### config.mk
export PLATFORM = sky130hd
export DESIGN_NAME = lgps_position
export DESIGN_NICKNAME = d
export VERILOG_FILES = /design/src/rtl/lgps_pkg.sv /design/src/rtl/lgps_position.sv
export SDC_FILE = /design/constraint.sdc
export NUM_CORES = 2
export LEC_CHECK = 0
export ABC_AREA = 1
export BUFFER_PORTS_ARGS = -buffer_cell sky130_fd_sc_hd__buf_2
export CORE_MARGIN = 4
export CORE_UTILIZATION = 45
export CTS_CLUSTER_DIAMETER = 60
export DETAILED_ROUTE_END_ITERATION = 8
export GPL_TIMING_DRIVEN = 0
export SLEW_MARGIN = 20
export SYNTH_ARGS = -nofsm -noshare
export SYNTH_HDL_FRONTEND = slang
export SYNTH_SLANG_ARGS = --single-unit
### constraint.sdc
create_clock -name clk -period 11.5 [get_ports clk]
set_input_delay 0 -clock clk [delete_from_list [all_inputs] [get_ports clk]]
set_output_delay 0 -clock clk [all_outputs]
set_load 0.05 [all_outputs]
### src/rtl/lgps_pkg.sv
// ----------------------------------------------------------------------------
// Linear gradient shader package
// Types, codes and constants shared by the linear gradient shader modules.
// ----------------------------------------------------------------------------
`timescale 1ns / 1ps
`default_nettype none

package lgps_pkg;

  localparam int COEF_W   = 32;
  localparam int COLOR_W  = 32;
  localparam int SLOT_W   = 4;
  localparam int CHAN_W   = 8;
  localparam int WEIGHT_W = 16;
  localparam int LERP_W   = 24;
  localparam int PROD_W   = 2 * LERP_W;
  localparam int QUOT_W   = 17;
  localparam int CFG_AW   = 3;

  localparam logic [LERP_W-1:0] LERP_HALF   = 24'h00_8000;
  localparam logic [PROD_W:0]   PREMUL_BIAS = 49'h007F_8000_0000;

  typedef enum logic [CFG_AW-1:0] {
    CFG_COEF_A     = 3'd0,
    CFG_COEF_B     = 3'd1,
    CFG_COEF_C     = 3'd2,
    CFG_TILE_MODE  = 3'd3,
    CFG_STOP_COUNT = 3'd4
  } cfg_index_t;

  typedef enum logic [1:0] {
    TILE_CLAMP  = 2'd0,
    TILE_REPEAT = 2'd1,
    TILE_MIRROR = 2'd2
  } tile_mode_t;

  typedef enum logic {
    MODE_LOAD  = 1'b0,
    MODE_SHADE = 1'b1
  } item_mode_t;

  typedef struct packed {
    logic valid;
    logic shade;
  } pipe_tag_t;

  typedef struct packed {
    logic [SLOT_W-1:0]  slot;
    logic [COLOR_W-1:0] color;
  } stop_load_t;

  typedef struct packed {
    logic signed [COEF_W-1:0] coef_a;
    logic signed [COEF_W-1:0] coef_b;
    logic signed [COEF_W-1:0] coef_c;
    logic        [1:0]        tile_mode;
  } pos_cfg_t;

  typedef struct packed {
    logic [CHAN_W-1:0] a;
    logic [CHAN_W-1:0] r;
    logic [CHAN_W-1:0] g;
    logic [CHAN_W-1:0] b;
  } argb_t;

endpackage

`default_nettype wire

### src/rtl/lgps_position.sv
// ----------------------------------------------------------------------------
// Gradient position stages
// Maps the pixel centre to a gradient position and folds it by the tile mode.
// ----------------------------------------------------------------------------
`timescale 1ns / 1ps
`default_nettype none

module lgps_position
  import lgps_pkg::*;
#(
  parameter int COORD_BITS     = 12,
  parameter int COEF_FRAC_BITS = 24
) (
  input  logic                      clk,
  input  logic                      rst_n,
  input  pos_cfg_t                  cfg,
  input  pipe_tag_t                 in_tag,
  input  stop_load_t                in_load,
  input  logic [COORD_BITS-1:0]     x_coord,
  input  logic [COORD_BITS-1:0]     y_coord,
  output logic                      up_en,
  input  logic                      down_en,
  output pipe_tag_t                 out_tag,
  output stop_load_t                out_load,
  output logic [COEF_FRAC_BITS:0]   out_frac
);

  localparam int XW = COORD_BITS + 1;
  localparam int PW = COEF_W + XW + 1;
  localparam int TW = PW + 2;
  localparam int FB = COEF_FRAC_BITS + 1;

  pipe_tag_t            s1_tag_r, s2_tag_r, s3_tag_r;
  stop_load_t           s1_load_r, s2_load_r, s3_load_r;
  logic signed [PW-1:0] s1_prod_a_r, s1_prod_b_r, s1_prod_a_nxt, s1_prod_b_nxt;
  logic signed [TW-1:0] s2_pos_r, s2_pos_nxt;
  logic [FB-1:0]        s3_frac_r, s3_frac_nxt;
  logic [FB:0]          mir_fold, mir_refl;
  logic                 s1_en, s2_en, s3_en;

  assign s3_en = !s3_tag_r.valid || down_en;
  assign s2_en = !s2_tag_r.valid || s3_en;
  assign s1_en = !s1_tag_r.valid || s2_en;
  assign up_en = s1_en;

  always_comb begin
    s1_prod_a_nxt = $signed(cfg.coef_a) * $signed({1'b0, x_coord, 1'b1});
    s1_prod_b_nxt = $signed(cfg.coef_b) * $signed({1'b0, y_coord, 1'b1});
  end

  always_comb begin
    s2_pos_nxt = TW'(s1_prod_a_r) + TW'(s1_prod_b_r) + (TW'($signed(cfg.coef_c)) <<< 1);
  end

  always_comb begin
    mir_fold = s2_pos_r[FB:0];
    mir_refl = mir_fold[FB] ? (~mir_fold + 1'b1) : mir_fold;
    unique case (cfg.tile_mode)
      TILE_REPEAT: s3_frac_nxt = s2_pos_r[FB-1:0];
      TILE_MIRROR: s3_frac_nxt = mir_refl[FB] ? '1 : mir_refl[FB-1:0];
      default: begin
        if (s2_pos_r[TW-1]) begin
          s3_frac_nxt = '0;
        end else if (|s2_pos_r[TW-2:FB]) begin
          s3_frac_nxt = '1;
        end else begin
          s3_frac_nxt = s2_pos_r[FB-1:0];
        end
      end
    endcase
  end

  always_ff @(posedge clk) begin
    if (!rst_n) begin
      s1_tag_r <= '0;
      s2_tag_r <= '0;
      s3_tag_r <= '0;
    end else begin
      if (s1_en) begin
        s1_tag_r <= in_tag;
      end
      if (s2_en) begin
        s2_tag_r <= s1_tag_r;
      end
      if (s3_en) begin
        s3_tag_r <= s2_tag_r;
      end
    end
  end

  always_ff @(posedge clk) begin
    if (s1_en) begin
      s1_load_r   <= in_load;
      s1_prod_a_r <= s1_prod_a_nxt;
      s1_prod_b_r <= s1_prod_b_nxt;
    end
    if (s2_en) begin
      s2_load_r <= s1_load_r;
      s2_pos_r  <= s2_pos_nxt;
    end
    if (s3_en) begin
      s3_load_r <= s2_load_r;
      s3_frac_r <= s3_frac_nxt;
    end
  end

  assign out_tag  = s3_tag_r;
  assign out_load = s3_load_r;
  assign out_frac = s3_frac_r;

endmodule

`default_nettype wire

---- Word-level counts from Yosys, hierarchy flattened ----
Cells that the tools add are included.
word-level totals
  output and inout port bits .............. 64
  input bits .............................. 163
  bits in registers ....................... 279
  memories kept ........................... 0
  ROM bits ................................ 0
  bits in latches ......................... 0
  word-level logic and storage cells ...... 36
  memory bits (writable) .................. 0
cells by class
  muxes and demuxes ....................... 5
  shifts and indexed selects .............. 0
  add/subtract/negate cells ............... 3
  magnitude comparators ................... 0
  bitwise operators ....................... 1
  divide/modulo/power cells ............... 0
  multipliers ............................. 2
  eq/ne operators ......................... 2
  reductions and logical operators ........ 7
operators by type and width
  cell                                            count
  multiplier 32 x 14 -> 46 bit                    2
  two-way mux 25 bit                              3
  one-hot mux 25 bit (2 select lines)             1
  adder 47 x 33 -> 48 bit                         1
  adder 46 x 46 -> 47 bit                         1
  adder 26 x 1 -> 26 bit (second input constant)  1
  two-way mux 26 bit                              1
  NOT 26 bit                                      1
  OR reduction 22 bit                             1
  zero test 1 bit                                 3
  logical OR 1 bit                                3
  == test 2 x 1 -> 1 bit (second input constant)  1
  == test 2 bit (second input constant)           1

---- Depth between registers and ports, before layout ----
  depth after elaboration ................. 5
  gate-level depth with buffers ........... 28
  mapped depth without buffers ............ 27

---- Worst setup path after synthesis ----
No wires, ideal clock.
  path type ............................... reg-to-reg
  start point ............................. register s3_tag_r (netlist bit out_tag[1])
  end point ............................... register s1_load_r[0] in the netlist's numbering (enable)
  data arrival time ....................... 5.222 ns
  clock period less this slack ............ 5.733 ns
  cell stages (with the launch flop) ...... 6
  path buffers ............................ 0
  data required time ...................... 10.990 ns
  setup time .............................. 0.510 ns
  slack ................................... 5.767 ns
  path through ............................ dfxtp_1 inv_1 nor2_1 inv_1 nor2_1 nand2_1
between the ends
  longest elaborated chain between the ends .. 4
ends and longest elaborated chain
  element                 line                 text
  from (decl)             lgps_position.sv:33  pipe_tag_t s1_tag_r, s2_tag_r, s3_tag_r;
  from (signal assigned)  lgps_position.sv:86  s3_tag_r <= s2_tag_r;
  zero test 1 bit         lgps_position.sv:41  assign s3_en = !s3_tag_r.valid || down_en;
  logical OR 1 bit        lgps_position.sv:41
  net s3_en               lgps_position.sv:39  logic s1_en, s2_en, s3_en;
  logical OR 1 bit        lgps_position.sv:42  assign s2_en = !s2_tag_r.valid || s3_en;
  logical OR 1 bit        lgps_position.sv:43  assign s1_en = !s1_tag_r.valid || s2_en;
  net up_en               lgps_position.sv:21  output logic up_en,
  to (signal assigned)    lgps_position.sv:93  s1_load_r <= in_load;
  to (decl)               lgps_position.sv:34  stop_load_t s1_load_r, s2_load_r, s3_load_r;
The timed path passes the listed nets, and every way through them passes these cells.
A chain may end at the register's enable or synchronous reset.

---- Final worst setup path ----
  start point ............................. input y_coord[3]
  end point ............................... register s1_prod_b_r[37], data pin
between the ends
  longest elaborated chain between the ends .. 1
ends and longest elaborated chain
  element                       line                 text
  from (decl)                   lgps_position.sv:20  input logic [COORD_BITS-1:0] y_coord,
  multiplier 32 x 14 -> 46 bit  lgps_position.sv:48  s1_prod_b_nxt = $signed(cfg.coef_b) * $signed({1'b0, y_coord, 1'b1});
  net s1_prod_b_nxt[37]         lgps_position.sv:35  logic signed [PW-1:0] s1_prod_a_r, s1_prod_b_r, s1_prod_a_nxt, s1_prod_b_nxt;
  to (signal assigned)          lgps_position.sv:95  s1_prod_b_r <= s1_prod_b_nxt;
  to (decl)                     lgps_position.sv:35
The timed path passes the listed nets, and every way through them passes these cells.

==> results.json <==
{
  "setup-violations-final": 0,
  "maxCapViolations": 0,
  "insertion_delay_ps": 550,
  "syn_avg_cell_area_um2": 8.09,
  "die_x_um": 326,
  "cts_root_buf": "clkbuf_16",
  "antenna_found_initial": 6,
  "grt_pass1_vias": 37000,
  "drive_gt1_share_pct": 5.61,
  "synthCells": 5628,
  "crit_path_max_fanout": 10,
  "wl_per_cell_um": 18.6,
  "core_um2": 100000,
  "ant_nets": 0,
  "synth-async-reset-ratio_pct": 0,
  "holdCritPathClass": "input pin to register",
  "ioPinCount": 227,
  "worstSetupPathType": "input pin to register",
  "die_area_um2": 106000,
  "viasPerCell": 5.05,
  "routed_wl_um": 137000,
  "slew_headroom_pct": 28.5,
  "clk_path_buf_depth": 3,
  "rsz0062_at_grt": "no",
  "worst_pin_slew_ps": 1070,
  "gr-usage-all-layers_pct": 25.9,
  "hold_violations": 0,
  "fillers": 9813,
  "cp.required_ps": 11790,
  "period_share_pct": 53.6,
  "fin_skew_ps": 30.7,
  "grt_max_degree": 59,
  "first_iter_violations": 3203,
  "cts_made_buffers": 35,
  "clock-sinks": 279,
  "vias": 37000,
  "start_util_pct": 45.4,
  "tns_ps": 0,
  "end_kind": "register",
  "ys_warn_count": 0,
  "ys_ff_latch": 279,
  "yosysSeqAreaShare_pct": 18.3,
  "outcome": "completed",
  "synth.cell_area_um2": 45500,
  "cts_tree": "built",
  "clock.fmax_mhz": 162,
  "min_period_ps": 6170,
  "die_height_um": 326,
  "finalWeightedCongestion": 0.984,
  "fin_nets": 7169,
  "synth-edff-count": 273,
  "clk_pin_slew_worst_paths_ps": 60,
  "syn2layout_area_growth_pct": 9.98,
  "synth_cell_type_count": 43,
  "cp-start-kind": "input pin",
  "drc": 0,
  "port_buffers": 226,
  "slew_violations": 0,
  "arrival_ps": 6450,
  "hpwl_um": 117000,
  "synth_flop_cell": "edfxtp_1",
  "rows": 116,
  "grt_pass1_wl_um": 213000,
  "dr.pass1.iters": 6,
  "htree_levels": 2,
  "grt_overflow": 0,
  "syn-num-nets": 6855
}
==> critical path, stage by stage <==
cell and delay, ps:
buf_2 210, clkbuf_1 790, nand2_1 190, fa_1 590, fa_1 780, inv_1 230, fa_1 500, fa_1 500
fa_1 490, inv_1 50, fa_1 470, inv_1 40, ha_1 430, nand2_1 140, nor2_1 180, nand2_1 140
nor3_1 320, o21ai_0 190, nand4_1 110, nand2_1 100
==> flip-flops by register name, summed over array words and instances, names as in the netlist <==
name and cells:
out_frac 25, out_load 36, out_tag 2, s1_load_r 36, s1_prod_a_r 46, s1_prod_b_r 46, s1_tag_r 2, s2_load_r 36
s2_pos_r 48, s2_tag_r 2
==> layout make-up <==
type                       instances  area, µm²  area share (%)
clock inverter                    22        211           0.422
timing repair buffer             277       1700            3.39
sequential                       279       8320            16.6
inverter                        1575       5920            11.8
buffer                           151        588            1.17
tap                             1357       1700            3.39
clock buffer                      41        920            1.84
multi-input combinational       3623      30700            61.4
antenna                            2       5.00         0.00999
==> cell usage after synthesis (all sizes together) (8+ instances only) <==
cell type,number,area [µm²]
a21o,9,67.6
a21oi,202,1020
a31oi,8,50.1
buf,8,51.3
clkbuf,143,537
edfxtp,273,8200
fa,802,16100
ha,262,3280
inv,1575,5910
nand2,1488,5600
nand3,167,876
nand3b,8,60.1
nand4,51,334
nor2,283,1100
nor3,24,141
o21a,11,82.6
o21ai,150,754
o21bai,24,180
xnor2,38,333
xor2,62,543
==> per-layer routing <==
metal	track usage (%)	part of all wire, %	vias to the layer above	wire [µm]
li1	-	-	17200	-
met1	37.1	44	18200	59500
met2	41.1	45	1345	61600
met3	4.09	8.1	210	11100
met4	7.18	3.2	0	4310
met5	0	0	-	0
==> cells by family (layout without fill, tap and decap cells) <==
family | after synthesis | after routing | share of synthesized area (%)
compound gates | 416 | 416 | 4.96
xor+xnor | 100 | 100 | 1.92
fa+ha+maj | 1064 | 1064 | 42.5
buf+inv | 1726 | 2066 | 14.3
flops | 279 | 279 | 18.3
other cells | 0 | 2 | 0
simple gates | 2043 | 2043 | 18.1
==> final timing paths <==
kind                   from         endpoint  slack [ps]  cells past startpoint
max              y_coord[3]  s1_prod_b_r[37]        5330                     20
min                 cfg[68]   s1_prod_a_r[2]          30                      3
max reg2reg  s1_prod_a_r[1]     s2_pos_r[47]        7970                     12
min reg2reg   s1_load_r[34]    s2_load_r[34]         410                      0
==> metrics by stage <==
step           worst slack, ps  util [%]  cells  area (µm²)  hold slack (ps)
3_3_place_gp              4180      48.2   7211       48400              178
2_1_floorplan             5770         -   5628       45500             98.9
5_1_grt                   5010      49.9   7325       50100             1.74
4_1_cts                   5420      49.9   7325       50100             14.7
6_report                  5330      49.9   7327       50100             28.1
3_5_place_dp              4820      48.3   7215       48500              179
==> placed cells by master, fill, tap and decap left out, types with 4 or more instances in the layout <==
cell,netlist,layout
a21o_1,9,9
a21oi_1,199,199
a22oi_1,4,4
a31oi_1,8,8
and2_1,5,5
and3_1,4,4
buf_2,5,231
clkbuf_1,143,148
clkbuf_16,0,36
clkinv_2,0,5
clkinv_4,0,5
dfxtp_1,6,6
dlygate4sd3_1,0,47
edfxtp_1,273,273
fa_1,802,802
ha_1,262,262
inv_1,1575,1573
nand2_1,1481,1480
nand2_2,7,7
nand3_1,159,159
nand3_2,8,8
nand3b_1,8,8
nand4_1,50,50
nor2_1,273,273
nor2_2,8,8
nor3_1,21,21
nor4_1,6,6
o21a_1,11,11
o21ai_0,133,133
o21ai_1,16,16
o21bai_1,24,24
or2_2,5,5
xnor2_1,38,38
xor2_1,62,62
==> what timing repair did <==
action / 4_1_cts / 5_1_grt
buffers inserted: 0 / 0
hold endpoints to repair: 47 / 0
gates resized for setup: 0 / 0
hold buffers: 47 / 0
Power is left out: the tool's default activity adds up to more than one toggle a clock period on the data nets, which glitch-free logic cannot reach.
