[src/rtl/lgps_pkg.sv]
// ----------------------------------------------------------------------------
// Linear gradient shader package
// Types, codes and constants shared by the linear gradient shader modules.
// ----------------------------------------------------------------------------
`timescale 1ns / 1ps
`default_nettype none

package lgps_pkg;

  localparam int COEF_W   = 32;
  localparam int COLOR_W  = 32;
  localparam int SLOT_W   = 4;
  localparam int CHAN_W   = 8;
  localparam int WEIGHT_W = 16;
  localparam int LERP_W   = 24;
  localparam int PROD_W   = 2 * LERP_W;
  localparam int QUOT_W   = 17;
  localparam int CFG_AW   = 3;

  localparam logic [LERP_W-1:0] LERP_HALF   = 24'h00_8000;
  localparam logic [PROD_W:0]   PREMUL_BIAS = 49'h007F_8000_0000;

  typedef enum logic [CFG_AW-1:0] {
    CFG_COEF_A     = 3'd0,
    CFG_COEF_B     = 3'd1,
    CFG_COEF_C     = 3'd2,
    CFG_TILE_MODE  = 3'd3,
    CFG_STOP_COUNT = 3'd4
  } cfg_index_t;

  typedef enum logic [1:0] {
    TILE_CLAMP  = 2'd0,
    TILE_REPEAT = 2'd1,
    TILE_MIRROR = 2'd2
  } tile_mode_t;

  typedef enum logic {
    MODE_LOAD  = 1'b0,
    MODE_SHADE = 1'b1
  } item_mode_t;

  typedef struct packed {
    logic valid;
    logic shade;
  } pipe_tag_t;

  typedef struct packed {
    logic [SLOT_W-1:0]  slot;
    logic [COLOR_W-1:0] color;
  } stop_load_t;

  typedef struct packed {
    logic signed [COEF_W-1:0] coef_a;
    logic signed [COEF_W-1:0] coef_b;
    logic signed [COEF_W-1:0] coef_c;
    logic        [1:0]        tile_mode;
  } pos_cfg_t;

  typedef struct packed {
    logic [CHAN_W-1:0] a;
    logic [CHAN_W-1:0] r;
    logic [CHAN_W-1:0] g;
    logic [CHAN_W-1:0] b;
  } argb_t;

endpackage

`default_nettype wire

[src/rtl/lgps_stops.sv]
// ----------------------------------------------------------------------------
// Stop selection and colour table
// Scales the folded position by (stop count - 1) and reads two adjacent stops.
// ----------------------------------------------------------------------------
`timescale 1ns / 1ps
`default_nettype none

module lgps_stops
  import lgps_pkg::*;
#(
  parameter int MAX_STOPS      = 16,
  parameter int COEF_FRAC_BITS = 24
) (
  input  logic                          clk,
  input  logic                          rst_n,
  input  logic [$clog2(MAX_STOPS)-1:0]  nm1,
  input  pipe_tag_t                     in_tag,
  input  stop_load_t                    in_load,
  input  logic [COEF_FRAC_BITS:0]       in_frac,
  output logic                          up_en,
  input  logic                          down_en,
  output logic                          out_valid,
  output argb_t                         out_c0,
  output argb_t                         out_c1,
  output logic [WEIGHT_W-1:0]           out_w,
  output logic                          out_single
);

  localparam int SW = $clog2(MAX_STOPS);
  localparam int FB = COEF_FRAC_BITS + 1;

  logic [COLOR_W-1:0] stop_mem [MAX_STOPS];

  pipe_tag_t           s4_tag_r;
  stop_load_t          s4_load_r;
  logic [SW-1:0]       s4_idx_r, s4_idx_nxt, s4_idx_up;
  logic [WEIGHT_W-1:0] s4_w_r, s4_w_nxt;
  logic                s4_single_r;
  logic [FB+SW-1:0]    s4_prod_nxt;
  logic                s5_valid_r;
  argb_t               s5_c0_r, s5_c1_r;
  logic [WEIGHT_W-1:0] s5_w_r;
  logic                s5_single_r;
  logic                s4_en, s5_en, stop_we;

  assign s5_en = !s5_valid_r || down_en;
  assign s4_en = !s4_tag_r.valid || s5_en;
  assign up_en = s4_en;

  always_comb begin
    s4_prod_nxt = (FB+SW)'(in_frac) * (FB+SW)'(nm1);
    s4_idx_nxt  = s4_prod_nxt[FB+SW-1:FB];
    s4_w_nxt    = s4_prod_nxt[FB-1:FB-WEIGHT_W];
  end

  assign s4_idx_up = SW'(s4_idx_r + 1'b1);
  assign stop_we   = s5_en && s4_tag_r.valid && !s4_tag_r.shade &&
                     (32'(s4_load_r.slot) < 32'(MAX_STOPS));

  always_ff @(posedge clk) begin
    if (!rst_n) begin
      s4_tag_r   <= '0;
      s5_valid_r <= 1'b0;
    end else begin
      if (s4_en) begin
        s4_tag_r <= in_tag;
      end
      if (s5_en) begin
        s5_valid_r <= s4_tag_r.valid && s4_tag_r.shade;
      end
    end
  end

  always_ff @(posedge clk) begin
    if (s4_en) begin
      s4_load_r   <= in_load;
      s4_idx_r    <= s4_idx_nxt;
      s4_w_r      <= s4_w_nxt;
      s4_single_r <= (nm1 == '0);
    end
    if (s5_en) begin
      s5_w_r      <= s4_w_r;
      s5_single_r <= s4_single_r;
    end
  end

  always_ff @(posedge clk) begin
    if (stop_we) begin
      stop_mem[SW'(s4_load_r.slot)] <= s4_load_r.color;
    end
    if (s5_en) begin
      s5_c0_r <= stop_mem[s4_idx_r];
      s5_c1_r <= stop_mem[s4_idx_up];
    end
  end

  assign out_valid  = s5_valid_r;
  assign out_c0     = s5_c0_r;
  assign out_c1     = s5_c1_r;
  assign out_w      = s5_w_r;
  assign out_single = s5_single_r;

endmodule

`default_nettype wire

[config.mk]
export PLATFORM = sky130hd
export DESIGN_NAME = lgps_stops
export DESIGN_NICKNAME = d
export VERILOG_FILES = /design/src/rtl/lgps_pkg.sv /design/src/rtl/lgps_stops.sv
export SDC_FILE = /design/constraint.sdc
export NUM_CORES = 1
export LEC_CHECK = 0
export BUFFER_PORTS_ARGS = -buffer_cell sky130_fd_sc_hd__buf_2
export CORE_ASPECT_RATIO = 1.2
export CORE_UTILIZATION = 45
export CTS_CLUSTER_DIAMETER = 200
export DETAILED_ROUTE_END_ITERATION = 7
export GPL_ROUTABILITY_DRIVEN = 0
export PLACE_DENSITY = 0.67
export SYNTH_ARGS = -nofsm -noshare
export SYNTH_HDL_FRONTEND = slang
export SYNTH_SLANG_ARGS = --single-unit
[constraint.sdc]
create_clock -name clk -period 5.2 [get_ports clk]
set_clock_uncertainty 0.05 [all_clocks]
set_input_delay 0.26 -clock clk [delete_from_list [all_inputs] [get_ports clk]]
set_output_delay 0.26 -clock clk [all_outputs]
set_load 0.01 [all_outputs]
# Word-level counts from Yosys, hierarchy flattened

Memory sizes are Yosys's and may differ from the RTL's. A register that Yosys moved wholly into a read port is not among the register bits.
Index checks and enable logic that the tools add are counted.

Output and inout port bits: 83
Bits of input ports: 70
Word-level logic and storage cells: 24
ROM bits: 0
RAM bits: 512
Latch bits: 0
Memories: 1
Register bits after elaboration: 77

Memories:

| memory   | words | bits a word | read ports | clocked after Yosys merged registers in | write ports | RTL line         | text |
|---|---|---|---|---|---|---|---|
| stop_mem | 16    | 32          | 2          | 2                                       | 1           | lgps_stops.sv:32 | `logic [COLOR_W-1:0] stop_mem [MAX_STOPS];` |

$lt $le $gt $ge: 0
Multiply operators: 1
Bitwise gates (word level): 0
Div/mod/pow operators: 0
Multiplexer cells: 2
Add/sub/neg operators: 1
Reductions and logical operators: 9
Equality and inequality tests: 0
Shift-type cells: 0

Operators with widths:

| operator                                                       | number |
|---|---|
| 25-bit by 4-bit multiplier with 29-bit output                  | 1 |
| 4-bit by 1-bit adder with 4-bit output (second input constant) | 1 |
| 4-bit logical NOT                                              | 1 |
| 1-bit logical AND                                              | 3 |
| 1-bit logical NOT                                              | 3 |
| 1-bit logical OR                                               | 2 |
| 1-bit 2-to-1 mux                                               | 2 |

# Longest topological paths before layout

Gate-level depths: netlist of run 1.

Word-level depth: 6
Gate-level depth with buffers: 15
Depth with buffers taken out: 13

# Least setup slack after synthesis of run 1

OpenSTA, ideal clock, no wires.

Kind: register -> register
Start: reg s5_valid_r, in the netlist out_valid
End: mem stop_mem[0][0], enable pin
Stages on the path, launching flop included: 5
Setup time: 461 ps
Slack: 1153 ps
Required time: 4689 ps
Path buffers: 0
Data arrival time: 3536 ps
Clock period less this slack: 4047 ps
Cell sequence: dfxtp_1 nor2b_1 nor3b_1 or3b_2 nor3_1

Word-level cells in the longest chain between the ends: 6

Ends and longest elaborated chain:

| what                                   | RTL line         | text |
|---|---|---|
| from (decl)                            | lgps_stops.sv:40 | `logic s5_valid_r;` |
| from (signal assigned)                 | lgps_stops.sv:69 | `s5_valid_r <= s4_tag_r.valid && s4_tag_r.shade;` |
| 1-bit logical NOT                      | lgps_stops.sv:46 | `assign s5_en = !s5_valid_r \|\| down_en;` |
| 1-bit logical OR                       | lgps_stops.sv:46 |  |
| 1-bit logical AND (2 in a row)         | lgps_stops.sv:57 | `assign stop_we = s5_en && s4_tag_r.valid && !s4_tag_r.shade &&` |
| 1-bit 2-to-1 mux                       | lgps_stops.sv:88 | `if (stop_we) begin` |
| 1-bit 2-to-1 mux (implied by the code) | lgps_stops.sv:89 | `stop_mem[SW'(s4_load_r.slot)] <= s4_load_r.color;` |
| to (decl)                              | lgps_stops.sv:32 |  |

Every way passes these cells.

==> metrics.yaml, run 1 <==
io_pins: 153
antenna_found_initial: 3
routed_via_density: 5.91
yosys_most_used_dff: "edfxtp_1"
synth_top_area_share: 0.634
die_h_um: 288
ys_warn_count: 0
leakagePower_nw: 12.4
critical_path_required_ns: 5.49
cp_max_fo: 71
drv_slew: 0
detail-route-antenna-nets: 0
vias: 17112
power.share.switching: 0.300
power_density_nw_per_um2: 499
min_path_type: "primary input to flop"
synth.distinct_cells: 53
core_sq_um: 67400
fin_crit_sh: 0.685
pwr-share-seq: 0.379
hold_viol_final: 0
placedCellCount: 2737
syn_to_final_growth_pct: 14.7
dp_hpwl_mm: 43.7
pwr-share-clk: 0.267
grtUsageTotal: 0.216
setup_viol: 0
fin_tns_setup_ns: 0
port-buffer-count: 152
critical_path_arrival_ns: 3.85
first_iter_violations: 1603
p_sw_mw: 5.28
grt_pass1_vias: 17920
grt_max_degree: 141
cts.clk_slew.worst_paths_ns: 0.06
ir_drop_v: 0.000377
yosys.area.top_type: "edfxtp_1"
cts_tree: "done"
crit_type: "flop to flop"
final_layout_size_suffix_gt1_frac: 0.283
yosysSeqAreaShare: 0.636
synth_common_cells: "edfxtp_1 (650), mux4_2 (224), mux2i_1 (105), nand2_1 (99), inv_1 (85)"
num-nets-final: 2092
drtPass1Iterations: 5
ctsLongestPathBuffers: 3
cp-end-kind: "flop"
ys_ff_latch: 653
synth_edf_count: 650
syn_nets: 1890
finalCriticalPeriod_ns: 3.56
dieWidth_um: 241
root_buffer: "clkbuf_16"
clkLatencyLatePin_ns: 0.61
avgSynthCellArea_sq_um: 17.7
yosysMostFrequentCell: "edfxtp_1"
die_area_sq_um: 69400
globalRouteOverflowTotal: 0
num_rows: 104
post_cts_buffers: 0
rsz0062_at_grt: "false"
drc: 0
instances_no_fill: 2896
cts.repair.resized: 0
start_util: 0.457
p_int_mw: 12.3
synth-async-reset-ratio: 0
cts_made_buffers: 66
htree_num_levels: 3
maxCapViolCount: 0
wl_mm: 73.7
slew-limit-headroom: 0.210
wire_per_inst_um: 25.5
clock-sinks: 653
worst_pin_slew_ns: 1.18
ys_top_cells_by_area: "edfxtp_1 (63%), mux4_2 (16%), mux2i_1 (3.4%), fa_1 (2.9%), and2_1 (1.5%)"
synth_cells: 1743
p_comb_frac: 0.354
grt_pass1_wl_mm: 110
setup.worst_path.start_class: "flop"
fmax_ghz: 0.281
netlist_area_sq_um: 30800
power.total_mw: 17.6
cts_hold_buf: 41
status: "finished clean"
[flip-flops by register name (all words and copies together) (netlist names)]
register	count
s4_single_r	1
s4_w_r	16
s4_idx_r	4
stop_mem	512
out_valid	1
out_w	16
out_c0	32
s4_load_r	36
s4_tag_r	2
out_c1	32
out_single	1
[routing by layer]
metal	wire length, um	track usage
met3	5050	0.0421
met2	37100	0.367
met1	29200	0.274
met4	2380	0.0850
met5	23	0
[cell usage in the layout (no fill, tap or decap), types with 4 or more instances in the layout]
| master | instances |
|---|---|
| clkinvlp_4 | 5 |
| mux2i_1 | 105 |
| mux2_2 | 23 |
| a21o_1 | 17 |
| o21ai_0 | 65 |
| a22oi_1 | 32 |
| clkinv_1 | 13 |
| xor2_1 | 7 |
| inv_1 | 84 |
| buf_12 | 5 |
| nand2b_1 | 5 |
| bufinv_16 | 6 |
| ha_1 | 31 |
| nor2_4 | 12 |
| clkbuf_1 | 11 |
| nor2b_1 | 4 |
| a221oi_1 | 33 |
| buf_4 | 35 |
| nor2_1 | 12 |
| buf_2 | 152 |
| a21oi_1 | 48 |
| nand2_1 | 97 |
| nor3_2 | 4 |
| mux4_2 | 224 |
| and2_1 | 71 |
| clkinv_2 | 10 |
| xnor2_1 | 9 |
| o211ai_1 | 4 |
| clkbuf_16 | 68 |
| fa_1 | 45 |
| dlygate4sd3_1 | 41 |
| a31oi_1 | 6 |
| edfxtp_1 | 650 |
[power by group through the flow]
| stage | sequential, mW | clock [mW] | combinational, mW |
|---|---|---|---|
| finish | 6.67 | 4.69 | 6.24 |
| global route | 6.72 | 4.96 | 6.71 |
| CTS | 6.68 | 4.78 | 6.33 |
| detailed placement | 6.79 | 0 | 6.29 |
| global placement | 6.78 | 0 | 6.24 |
| floorplan | 6.86 | 0 | 4.52 |
[critical path: stages, from the launching register on]
cell	delay (ns)
edfxtp_1	0.53
buf_4	0.70
buf_4	0.96
mux2_2	0.42
o21ai_0	0.14
a21oi_1	0.10
a22oi_1	0.25
nand2_1	0.13
[final cells by class]
cell class	count	area, sq um
timing repair buffer	233	1530
fill	5446	32100
sequential	653	19600
tap	901	1130
multi-input combinational	906	10600
clock inverter	38	362
antenna	1	2.50
clock buffer	79	1740
inverter	85	322
[cell families after synthesis]
group | synth area share
AOI/OAI and AO/OA | 0.0486
xor gates and xnor gates | 0.00512
adders and majority gates | 0.0423
buffers and inverters | 0.0242
DFF | 0.636
muxes | 0.207
and+or+nand+nor | 0.0370
[stage by stage]
stage	util	cell area, sq um	worst slack, ns	hold slack (ns)
floorplan	-	30800	1.15	0.309
finish	0.523	35300	1.64	0.231
global route	0.523	35300	1.35	0.258
global placement	0.486	32800	1.36	0.353
CTS	0.523	35300	1.57	0.208
detailed placement	0.486	32800	1.29	0.358
[path summary, 6_finish.rpt]
| path | from | to | slack [ns] | cells after the start |
|---|---|---|---|---|
| setup / recovery | s4_idx_r[0]$_DFFE_PP_ | out_c0[26]$_DFFE_PN_ | 1.64 | 7 |
| hold / removal | nm1[2] | s4_single_r$_DFFE_PP_ | 0.23 | 2 |
| setup reg to reg | s4_idx_r[0]$_DFFE_PP_ | out_c0[26]$_DFFE_PN_ | 1.64 | 7 |
| hold reg to reg | s4_w_r[5]$_DFFE_PP_ | out_w[5]$_DFFE_PN_ | 0.37 | 0 |
Power figures use the tool's default switching activity.
==> inputs of run 2 (changes only) <==
- PLACE_DENSITY: 0.67 -> 0.69
- clock period: 5.2 -> 3.15 ns (I/O delays scaled with it)
==> run 2 against run 1 <==
  * Largest cell class unchanged
  * Critical path depth increased by 6
  * Via count increased by 2.8%
  * Clock power increased by 66%
  * Sequential share of layout area decreased by 1.6 points
  * Highest routed layer unchanged
  * Flip-flop and latch count unchanged
==> metrics.yaml, run 2 (same netlist as run 1, synthesis figures left out) <==
htree_num_levels: 3  # unchanged
setup_viol: 0  # unchanged
largest_reg_flops: 512  # unchanged
rr_worst_depth: 7  # unchanged
core_sq_um: 67400  # unchanged
r2r_start: "s4_idx_r[0]$_DFFE_PP_"  # unchanged
drc: 0  # unchanged
num-nets-final: 2176  # was 2092
wl_mm: 74.2  # was 73.7 mm
finalCriticalPeriod_ns: 3.02
grt_pass1_vias: 18199  # was 17920
vias: 17596  # was 17112
r2r_slack_ns: 0.34  # was 1.64 ns
critical_path_arrival_ns: 3.31  # was 3.85 ns
dp_hpwl_mm: 42.9  # was 43.7 mm
cts.clk_slew.worst_paths_ns: 0.07  # was 0.06 ns
startpoint: "nm1[1]"  # was s4_idx_r[0]$_DFFE_PP_
fin_hold_ws_ns: 0.0787  # was 0.231 ns
post_cts_buffers: 0  # unchanged
dieWidth_um: 241  # unchanged
crit_type: "primary input to flop"  # was flop to flop
fin_crit_sh: 0.959
clock-sinks: 653  # unchanged
clkLatencyLatePin_ns: 0.61  # about the same
dp_slack_ns: -0.476  # was 1.29 ns
maxCapViolCount: 0  # unchanged
leakagePower_nw: 12.9  # was 12.4 nW
regMostFlops: "stop_mem"  # unchanged
root_buffer: "clkbuf_16"  # unchanged
slew-limit-headroom: 0.483  # was 0.210
critical_path_required_ns: 3.44  # was 5.49 ns
num_rows: 104  # unchanged
antenna_found_initial: 4  # was 3
detail-route-antenna-nets: 0  # unchanged
final_layout_size_suffix_gt1_frac: 0.319  # was 0.283
status: "finished clean"  # unchanged
setup.worst_path.start_class: "primary input"  # was flop
final_common_cell: "edfxtp_1"  # unchanged
power_density_nw_per_um2: 815  # was 499 nW/um^2
final_area_sq_um: 36300  # was 35300 sq um
routed_via_density: 5.90  # was 5.91
die_area_sq_um: 69400  # unchanged
fmax_ghz: 0.331
start_util: 0.457  # unchanged
grtUsageTotal: 0.218  # was 0.216
wire_per_inst_um: 24.9  # was 25.5 um
io_pins: 153  # unchanged
die_h_um: 288  # unchanged
fin_tns_setup_ns: 0  # unchanged
cp-end-kind: "flop"  # unchanged
crit_end: "s4_idx_r[2]$_DFFE_PP_"  # was out_c0[26]$_DFFE_PN_
globalRouteOverflowTotal: 0  # unchanged
drtPass1Iterations: 7  # was 5
fin_ws_ns: 0.128  # was 1.64 ns
final_cell_mix: "edfxtp_1 (650), mux4_2 (224), buf_2 (152)"  # unchanged
port-buffer-count: 152  # unchanged
placedCellCount: 2818  # was 2737
instances_no_fill: 2984  # was 2896
hold_viol_final: 0  # unchanged
first_iter_violations: 1528  # was 1603
rsz0062_at_grt: "false"  # unchanged
placed_area_sq_um: 33700  # was 32800 sq um
grt_pass1_wl_mm: 111  # was 110 mm
ir_drop_v: 0.000741  # was 0.000377 V
min_path_type: "primary input to flop"  # unchanged
cts_made_buffers: 68  # was 66
reg_top3: "stop_mem (512), s4_load_r (36)"  # unchanged
ctsLongestPathBuffers: 3  # unchanged
cts_tree: "done"  # unchanged
drv_slew: 0  # unchanged
worst_pin_slew_ns: 0.776  # was 1.18 ns
cp_max_fo: 11  # was 71
regToRegEndpoint: "out_c0[21]$_DFFE_PN_"  # was out_c0[26]$_DFFE_PN_
syn_to_final_growth_pct: 18.1  # was 14.7%
grt_max_degree: 95  # was 141
-- run 2: cell count changes in the layout (fill, tap and decap cells not counted), moves of 3 or more --
| cell | before | now |
|---|---|---|
| and2_4 | 0 | 5 |
| and2_1 | 71 | 66 |
| buf_4 | 35 | 94 |
| a21oi_1 | 48 | 43 |
| a21oi_2 | 0 | 5 |
| nor3_2 | 4 | 0 |
| o21ai_0 | 65 | 62 |
| buf_12 | 5 | 27 |
| nor3_4 | 0 | 4 |
| clkbuf_16 | 68 | 71 |
-- run 2: area by class of cell --
type	count	area, sq um
Fill cell	5318	31100
Sequential cell	653	19600
Multi-Input combinational cell	906	10700
Timing Repair Buffer	315	2430
Clock buffer	84	1830
Tap cell	901	1130
Clock inverter	38	324
Inverter	85	322
Antenna cell	2	5.00
-- run 2: timing repair --
item	4_1_cts	5_1_grt
hold endpoints to repair	39	0
hold buffers	42	0
gates resized for setup	0	3
endpoints found under the setup margin	0	2
-- run 2: worst min-delay path by stage --
stage / to / from / cells past startpoint / slack (ns)
after floorplan: s4_load_r[0]$_DFFE_PP_ / in_load[0] / 0 / 0.21
after global placement: s4_load_r[10]$_DFFE_PP_ / in_load[10] / 1 / 0.28
after detailed placement: s4_load_r[28]$_DFFE_PP_ / in_load[28] / 1 / 0.29
after CTS: s4_single_r$_DFFE_PP_ / nm1[3] / 3 / 0.05
after global routing: s4_single_r$_DFFE_PP_ / nm1[3] / 3 / 0.09
final: s4_single_r$_DFFE_PP_ / nm1[3] / 3 / 0.08
-- run 2: power by group --
part           switching (mW)  internal (mW)  leakage, nW
Clock                    3.33           4.47         1.04
Sequential              0.365           10.6         6.09
Combinational            5.25           5.56         5.77
-- run 2: layer usage --
layer  GRT usage  wire length [um]  vias to the layer above
li1            -                 -                     7591
met1       0.282             29200                     9201
met2       0.376             38200                      691
met3      0.0403              5250                      109
met4      0.0610              1540                        4
met5           0                30                        -
-- run 2: critical path: stages --
cell and delay (ns):
buf_2 0.16, and2_1 0.17, fa_1 0.55, fa_1 0.42, ha_1 0.31, a21oi_1 0.18, o21ai_2 0.10, o211ai_2 0.24
buf_4 0.17, o21ai_1 0.07, o211ai_1 0.40, o211ai_1 0.18, xor2_1 0.18
-- run 2: per-stage QoR --
step	total power, mW	util
final	29.6	0.539
after CTS	29.9	0.539
after floorplan	18.8	-
after global placement	21.9	0.501
after detailed placement	22.0	0.501
after global routing	30.9	0.539
==> inputs of run 3 (changes only) <==
- PLACE_DENSITY: 0.69 -> 0.67
- clock period: 3.15 -> 2.9 ns (I/O delays scaled with it)
==> run 3 against run 2 <==
  * The flow now finishes with violations (setup timing)
  * Register-to-register slack worse by 0.22 ns
  * Utilization up 0.64 points
  * Count of clock-buffer cells in the layout fell by 1
  * Sequential share of layout area decreased by 0.63 points
  * Sequential power up 9%
  * Flip-flop and latch count stayed put
  * Clock power grew 6.9%
  * First-iteration DRC count is 5.0% higher
  * Global-route usage is essentially flat
  * Final cell count rose by 0.50%
  * Combinational power increased by 14%
  * Via count fell by 0.31%
  * Highest routed layer unchanged
==> metrics.yaml, run 3 (same netlist as run 1, synthesis figures left out) <==
placedCellCount: 2840  # was 2818
first_iter_violations: 1605  # was 1528
min_path_type: "primary input to flop"  # unchanged
ctsLongestPathBuffers: 3  # unchanged
fin_hold_ws_ns: 0.204  # was 0.0787 ns
cp_max_fo: 14  # was 11
route.met2.wl_mm: 37.6  # was 38.2 mm
wl_met1_mm: 29.9  # was 29.2 mm
critical_path_arrival_ns: 3.21  # was 3.31 ns
fin_ws_ns: -0.00730  # was 0.128 ns
final_area_sq_um: 36800  # was 36300 sq um
clock-sinks: 653  # unchanged
final_layout_size_suffix_gt1_frac: 0.338  # was 0.319
reg_top3: "stop_mem (512), s4_load_r (36)"  # unchanged
power_density_nw_per_um2: 886  # was 815 nW/um^2
crit_type: "primary input to flop"  # unchanged
p_comb_frac: 0.377  # was 0.365
r2r_slack_ns: 0.12  # was 0.34 ns
hp-start: "in_load[34]"  # was nm1[3]
antenna_found_initial: 1  # was 4
worst_pin_slew_ns: 1.03  # was 0.776 ns
final_common_cell: "edfxtp_1"  # unchanged
power.share.switching: 0.297  # was 0.302
vias: 17542  # was 17596
fin_crit_sh: 1.00
regMostFlops: "stop_mem"  # unchanged
syn_to_final_growth_pct: 19.5  # was 18.1%
ir_drop_v: 0.000755  # was 0.000741 V
wl_mm: 74.1  # was 74.2 mm
instances_no_fill: 2999  # was 2984
top_layer: "met5"  # unchanged
num-nets-final: 2200  # was 2176
htree_num_levels: 3  # unchanged
core_sq_um: 67400  # unchanged
maxCapViolCount: 0  # unchanged
drv_slew: 0  # unchanged
cp-end-kind: "flop"  # unchanged
final_cell_mix: "edfxtp_1 (650), mux4_2 (224), buf_2 (146)"  # was edfxtp_1 (650), mux4_2 (224), buf_2 (152)
leakagePower_nw: 13.1  # was 12.9 nW
p_sw_mw: 9.67  # was 8.95 mW
dieWidth_um: 241  # unchanged
globalRouteOverflowTotal: 0  # unchanged
detail-route-antenna-nets: 0  # unchanged
fmax_ghz: 0.344
rr_worst_depth: 6  # was 7
slew-limit-headroom: 0.311  # was 0.483
grtUsageTotal: 0.218  # about the same
grt_pass1_wl_mm: 111  # about the same
pwr-share-clk: 0.256  # was 0.264
port-buffer-count: 152  # unchanged
violations: "setup timing"
r2r_start: "s4_idx_r[0]$_DFFE_PP_"  # unchanged
p_int_mw: 22.9  # was 20.6 mW
pwr-share-seq: 0.367  # was 0.371
drtPass1Iterations: 7  # unchanged
antenna_cells: 0  # was 2
die_area_sq_um: 69400  # unchanged
largest_reg_flops: 512  # unchanged
critical_path_required_ns: 3.20  # was 3.44 ns
io_pins: 153  # unchanged
grt_max_degree: 98  # was 95
root_buffer: "clkbuf_16"  # unchanged
hold_path_end: "s4_load_r[34]$_DFFE_PP_"  # was s4_single_r$_DFFE_PP_
num_rows: 104  # unchanged
cts_tree: "done"  # unchanged
grt_pass1_vias: 18290  # was 18199
setup.worst_path.start_class: "primary input"  # unchanged
hold_viol_final: 0  # unchanged
cts.clk_slew.worst_paths_ns: 0.06  # was 0.07 ns
rsz0062_at_grt: "true"  # was false
routed_via_density: 5.85  # was 5.90
power.total_mw: 32.6  # was 29.6 mW
whs_path_depth: 2  # was 3
finalCriticalPeriod_ns: 2.91
clkLatencyLatePin_ns: 0.61  # about the same
drc: 0  # unchanged
fill_cells: 5332  # was 5318
cts_made_buffers: 66  # was 68
regToRegEndpoint: "out_c1[1]$_DFFE_PN_"  # was out_c0[21]$_DFFE_PN_
wl_met3_mm: 5.03  # was 5.25 mm
placed_area_sq_um: 34000  # was 33700 sq um
die_h_um: 288  # unchanged
status: "complete, but fails checks"  # was finished clean
start_util: 0.457  # unchanged
wire_per_inst_um: 24.7  # was 24.9 um
setup_viol: 1  # was 0
dp_hpwl_mm: 43.9  # was 42.9 mm
## run 3: cell count changes in the layout (fill, tap and decap cells not counted), moves of 4 or more
cell,delta
inv_2,+5
ha_1,-6
buf_2,-6
inv_1,-5
ha_4,+4
buf_12,+8
clkinv_1,-4
buf_6,+4
and2_4,+6
and2_1,-6
buf_4,+15
## run 3: final cells by class
cell class / count / area, sq um / area share
inverters: 85 / 322 / 0.00875
repair buffers: 341 / 2790 / 0.0759
multi-input cells: 906 / 10800 / 0.295
clock buffers: 83 / 1820 / 0.0496
clock inverters: 30 / 283 / 0.00769
well taps: 901 / 1130 / 0.0307
flip-flops and latches: 653 / 19600 / 0.533
## run 3: stage by stage
stage               worst slack, ns  setup TNS, ns   util
global route                 -0.109         -0.235  0.545
floorplan                    -0.393          -3.00      -
detailed placement           -0.642          -8.65  0.504
finish                     -0.00730       -0.00730  0.545
CTS                         0.00417              0  0.542
global placement             -0.593          -7.42  0.504
## run 3: timing repair
action | 4_1_cts | 5_1_grt
pin swaps | 0 | 19
endpoints found under the setup margin | 1 | 11
gates cloned | 0 | 1
resized for setup | 1 | 51
hold endpoints to repair | 40 | 0
hold buffers | 44 | 0
buffers inserted | 0 | 1
## run 3: power groups by stage
stage,logic [mW],clock network (mW),registers [mW]
2_1_floorplan,8.18,0,12.3
3_3_place_gp,12.1,0,12.1
5_1_grt,13.2,8.86,12.0
3_5_place_dp,12.3,0,12.1
4_1_cts,12.4,8.51,12.0
6_report,12.3,8.34,12.0
## run 3: worst max-delay path: stages
cell and delay [ns]:
buf_12 0.12, and2_4 0.14, fa_1 0.53, inv_1 0.05, fa_1 0.49, inv_2 0.05, ha_4 0.25, o211ai_1 0.08
nor2_1 0.17, o211ai_2 0.14, a2111o_1 0.48, a21bo_1 0.26, and3b_1 0.19, xnor2_1 0.11
## run 3: worst max path at each step
stage / from / end / slack, ns / depth (start not counted)
6_report: nm1[1] / s4_w_r[14]$_DFFE_PP_ / -0.007 / 14
5_1_grt: nm1[1] / s4_w_r[14]$_DFFE_PP_ / -0.11 / 14
4_1_cts: nm1[1] / s4_w_r[14]$_DFFE_PP_ / 0.004 / 14
3_5_place_dp: nm1[1] / s4_w_r[11]$_DFFE_PP_ / -0.64 / 15
3_3_place_gp: nm1[1] / s4_w_r[14]$_DFFE_PP_ / -0.59 / 14
2_1_floorplan: nm1[1] / s4_w_r[14]$_DFFE_PP_ / -0.39 / 14
## run 3: metal layers
metal / up-vias / track usage
met2: 678 / 0.368
met5: - / 0
met3: 112 / 0.0355
li1: 7638 / -
met4: 2 / 0.0667
met1: 9112 / 0.290
